### config.mk
export PLATFORM = sky130hd
export DESIGN_NAME = cce_udiv
export DESIGN_NICKNAME = d
export VERILOG_FILES = /design/src/rtl/core/cce_pkg.sv /design/src/rtl/core/cce_udiv.sv
export SDC_FILE = /design/constraint.sdc
export NUM_CORES = 2
export LEC_CHECK = 0
export BUFFER_PORTS_ARGS = -buffer_cell sky130_fd_sc_hd__buf_2
export CAP_MARGIN = 20
export CORE_ASPECT_RATIO = 0.5
export CORE_MARGIN = 4
export CORE_UTILIZATION = 60
export DETAILED_ROUTE_END_ITERATION = 8
export GPL_TIMING_DRIVEN = 1
export PLACE_DENSITY = 0.77
export SLEW_MARGIN = 10
export SYNTH_ARGS = -nofsm -noshare
export SYNTH_HDL_FRONTEND = slang
export SYNTH_SLANG_ARGS = --single-unit
### constraint.sdc
create_clock -name clk -period 4.1 [get_ports clk]
set_clock_uncertainty 0.05 [all_clocks]
set_input_delay 0.82 -clock clk [delete_from_list [all_inputs] [get_ports clk]]
set_output_delay 0.82 -clock clk [all_outputs]
set_load 0.01 [all_outputs]
### src/rtl/core/cce_pkg.sv
// Shared widths, latencies and types for the circle collision rebound pipeline.
// No dependencies; every module of the block imports this package.
package cce_pkg;

	localparam int MS_W = 15;
	localparam logic [MS_W-1:0] MS_RESET = 15'd2560;

	localparam int VEL_W = 16;
	localparam int VN_W = 18;

	localparam int DIV_N_W = 35;
	localparam int DIV_D_W = 18;
	localparam int DIV_Q_W = 17;

	localparam int SQ_W = 36;
	localparam int RT_W = 18;
	localparam int RM_W = RT_W + 3;

	localparam int FRONT_LAT = 4;
	localparam int DIV_LAT = DIV_Q_W;
	localparam int ISQ_LAT = RT_W + 1;
	localparam int LIM_LAT = DIV_LAT + ISQ_LAT + 4;
	localparam int PIPE_LAT = FRONT_LAT + DIV_LAT + 1 + LIM_LAT;

	typedef logic signed [VEL_W-1:0] vel_t;
	typedef logic signed [VN_W-1:0] vn_t;

	typedef struct packed {
		logic coll;
		logic reb;
		vel_t avx;
		vel_t avy;
		vel_t bvx;
		vel_t bvy;
	} side_t;

endpackage

### src/rtl/core/cce_udiv.sv
// Pipelined restoring unsigned divider, one quotient bit per stage.
// Depends on cce_pkg for operand widths.
module cce_udiv import cce_pkg::*; (
	input  logic               clk,
	input  logic               en,
	input  logic [DIV_N_W-1:0] num,
	input  logic [DIV_D_W-1:0] den,
	output logic [DIV_Q_W-1:0] quo
);

	logic [DIV_N_W-1:0] rem_s [DIV_Q_W+1];
	logic [DIV_D_W-1:0] den_s [DIV_Q_W+1];
	logic [DIV_Q_W-1:0] quo_s [DIV_Q_W+1];

	assign rem_s[0] = num;
	assign den_s[0] = den;
	assign quo_s[0] = '0;

	for (genvar g = 0; g < DIV_Q_W; g++) begin : g_stage
		localparam int K = DIV_Q_W - 1 - g;
		logic [DIV_N_W-1:0] dk;
		logic               ge;

		always_comb begin
			dk = DIV_N_W'(den_s[g]) << K;
			ge = rem_s[g] >= dk;
		end

		always_ff @(posedge clk) begin
			if (en) begin
				rem_s[g+1] <= ge ? rem_s[g] - dk : rem_s[g];
				den_s[g+1] <= den_s[g];
				quo_s[g+1] <= quo_s[g] | (DIV_Q_W'(ge) << K);
			end
		end
	end

	assign quo = quo_s[DIV_Q_W];

endmodule

==> reports/summary.json <==
{
  "gp_congestion": {"value": 0.937},
  "cts-buffers-inserted": {"value": 87},
  "routed_wl": {"value": 92800, "unit": "microns"},
  "synth_ff_type": {"value": "edfxtp_1"},
  "maxClockFrequency": {"value": 267, "unit": "MHz"},
  "run_status": {"value": "finished clean"},
  "clk-insertion-delay-late": {"value": 670, "unit": "ps"},
  "final_core_util": {"value": 0.665},
  "post_synthesis_net_count": {"value": 4605},
  "cts_repair_resize_count": {"value": 0},
  "fp.dieArea": {"value": 0.0908, "unit": "sq mm"},
  "numClockSinks": {"value": 1001},
  "detail_route.first_pass.iterations": {"value": 8},
  "slew_headroom": {"value": 0.406},
  "post_synth_inst_count": {"value": 4228},
  "final_cell_area": {"value": 0.0561, "unit": "sq mm"},
  "required": {"value": 4460, "unit": "ps"},
  "grt-ovfl-total": {"value": 0},
  "crit-reg2reg-capture": {"value": "rem_s[204]"},
  "reg2reg_depth": {"value": 13},
  "num_io_pins": {"value": 72},
  "worst_r2r_startpoint": {"value": "den_s[108]"},
  "setup.worst_path.start": {"value": "den_s[108]"},
  "drt_iter0_markers": {"value": 2153},
  "synthMostInstantiatedCell": {"value": "edfxtp_1"},
  "fill_cells": {"value": 5972},
  "netlist-cell-type-count": {"value": 94},
  "drive_above_1_share": {"value": 0.0897},
  "post-route-min-period": {"value": 3740, "unit": "ps"},
  "top_area_cell_type_share_of_the_netlist_area": {"value": 0.584},
  "worst_path_max_fanout": {"value": 32},
  "first_global_vias": {"value": 32141},
  "criticalPathCategory": {"value": "flop to flop"},
  "path_clk_slew": {"value": 70, "unit": "ps"},
  "die_y": {"value": 215, "unit": "microns"},
  "rsz0062_at_grt": {"value": "false"},
  "antenna_violating_nets_post_route": {"value": 0},
  "core_region": {"value": 0.0844, "unit": "sq mm"},
  "clock_tree_from_tritoncts": {"value": "yes"},
  "r2r_slack": {"value": 360, "unit": "ps"},
  "initial_utilization": {"value": 0.610},
  "worst_slack_placed": {"value": 369, "unit": "ps"},
  "global_route.usage.total": {"value": 0.205},
  "chipWidth": {"value": 422, "unit": "microns"},
  "setup-violations-final": {"value": 0},
  "syn-mean-instance-area": {"value": 12.2, "unit": "sq um"},
  "dpl-instance-area": {"value": 0.0534, "unit": "sq mm"},
  "sequential_area_share_after_synthesis": {"value": 0.584},
  "final_net_count": {"value": 4732},
  "setup_slack": {"value": 356, "unit": "ps"},
  "tightestPinTransition": {"value": 880, "unit": "ps"},
  "synth-async-reset-ratio": {"value": 0},
  "synth.area.top_cells": {"value": "edfxtp_1 (58%), ha_1 (7.4%), xnor2_1 (3.3%), inv_1 (2.8%), a21oi_1 (2.8%)"},
  "grt_first_pass_wirelength": {"value": 154000, "unit": "microns"},
  "cts.root.buffer_cell": {"value": "clkbuf_16"},
  "buffer_ports.inserted": {"value": 71},
  "detail_route.drc_violations": {"value": 0},
  "area_delta_synth_final": {"value": 9.16, "unit": "%"},
  "arrival": {"value": 4100, "unit": "ps"},
  "synthesized_cell_area": {"value": 0.0514, "unit": "sq mm"},
  "site_rows": {"value": 75},
  "final_hold_viol_count": {"value": 0},
  "synth.cells.most_frequent": {"value": "edfxtp_1 (1001), inv_1 (386), ha_1 (306)"},
  "cts_hold_buf": {"value": 0},
  "vias_per_instance": {"value": 5.73},
  "synth_top_area_cell": {"value": "edfxtp_1"},
  "insertedDiodeCount": {"value": 0},
  "kind_of_launch_point_of_the_worst_setup_path": {"value": "flop"},
  "grt_max_degree": {"value": 96},
  "vdd_ir_drop_max": {"value": 0.000353, "unit": "V"},
  "drv_slew": {"value": 0},
  "power-per-cell-area": {"value": 637, "unit": "mW/mm^2"},
  "worstHoldPathCells": {"value": 1},
  "drv.max_cap_violation_count": {"value": 0},
  "hold_path_startpoint": {"value": "den[4]"},
  "cts_buffer_depth": {"value": 3},
  "dp_hpwl": {"value": 69300, "unit": "microns"},
  "synth-seq-cells": {"value": 1001},
  "power.static_leakage": {"value": 21.8, "unit": "nW"},
  "setup_buffers_after_cts": {"value": 0},
  "hold_class": {"value": "input pin to flop"},
  "setup_tns": {"value": 0, "unit": "ps"},
  "synth-edff-count": {"value": 1001},
  "number_of_warnings_printed_during_yosys_synthesis": {"value": 0},
  "antenna_found_initial": {"value": 0},
  "min_to": {"value": "den_s[292]"},
  "routed_wire_length_per_instance": {"value": 16.7, "unit": "microns"},
  "htreeDepth": {"value": 3},
  "count_of_vias_placed_by_the_detailed_router": {"value": 31778},
  "finalCritPeriodShare": {"value": 0.913},
  "critical_path_capture_point_type": {"value": "flop"}
}
cell families (layout without fill, tap and decap cells):
logic type      count (synthesis)  after routing  share of synthesized area
compound gates                907            907                      0.113
xor+xnor                      355            355                     0.0605
fa+ha+maj                     322            322                     0.0807
buf+inv                       477            677                     0.0367
flops                        1001           1001                      0.584
mux                            91             91                     0.0202
simple gates                 1075           1075                      0.105
per-layer routing:
| metal | GRT usage | part of all wire | vias up |
|---|---|---|---|
| met5 | 0 | 0 | - |
| met4 | 0.112 | 0.057 | 0 |
| met3 | 0.0316 | 0.036 | 277 |
| met2 | 0.372 | 0.50 | 765 |
| met1 | 0.234 | 0.41 | 14869 |
| li1 | - | - | 15867 |
sequential cells by signal (all words and copies together), names as in the netlist:
register,flops
rem_s,560
den_s,288
quo_s,136
quo,17
critical path: stages (launching register included):
cell and delay (ps):
edfxtp_1 410, ha_1 240, fa_1 410, nor2b_1 170, o21bai_1 120, a21boi_0 480
o41ai_1 180, buf_4 180, a21oi_1 170, nor2_2 70, inv_2 450, nand3_1 250
nor3_1 220, xor2_1 100
through the flow:
| step | total power, mW | cells | hold WS [ps] |
|---|---|---|---|
| 2_1_floorplan | 24.8 | 4228 | 350 |
| 3_3_place_gp | 27.3 | 5382 | 350 |
| 3_5_place_dp | 27.7 | 5382 | 355 |
| 4_1_cts | 35.8 | 5544 | 231 |
| 5_1_grt | 38.1 | 5544 | 231 |
| 6_report | 35.8 | 5544 | 286 |
final cells by class:
type | count | area, sq um | share of cell area
multi-input combinational | 2750 | 19500 | 0.348
tap | 1116 | 1400 | 0.0249
clock buffer | 107 | 2270 | 0.0405
inverter | 388 | 1460 | 0.0259
clock inverter | 55 | 472 | 0.00840
timing repair buffer | 127 | 973 | 0.0173
sequential | 1001 | 30100 | 0.535
worst max path at each step:
| stage | to | slack, ps | depth (start not counted) |
|---|---|---|---|
| 6_report | rem_s[204] | 360 | 13 |
| 5_1_grt | rem_s[440] | 140 | 11 |
| 4_1_cts | rem_s[204] | 370 | 13 |
| 3_5_place_dp | rem_s[590] | 370 | 14 |
| 3_3_place_gp | rem_s[590] | 400 | 14 |
| 2_1_floorplan | rem_s[590] | 600 | 12 |
power breakdown:
part	internal, mW	switching (mW)	total [mW]
sequential	14.2	1.31	15.5
clock	4.35	3.61	7.96
combinational	5.59	6.71	12.3
cells in the final DEF (no fill, tap or decap), drive strengths merged, types with 17 or more instances in the layout:
cell    Yosys  final
buf        36    127
nand2     255    255
nor2b      48     48
nand2b     67     67
nand4      49     49
inv       388    391
nor4       63     63
a21o      119    119
a31oi      20     20
nor3       82     82
edfxtp   1001   1001
or4        21     21
clkinv      0     44
o21bai     30     30
xor2      159    159
o21a       48     48
mux2       85     85
a21oi     289    289
and3       18     18
o21ai     211    211
or2        22     22
a211oi     28     28
nand3      71     71
clkbuf     53    107
or3        38     38
xnor2     196    196
ha        306    306
o31ai      17     17
nor2      273    273
No activity file was read; power rests on OpenSTA's default activity.
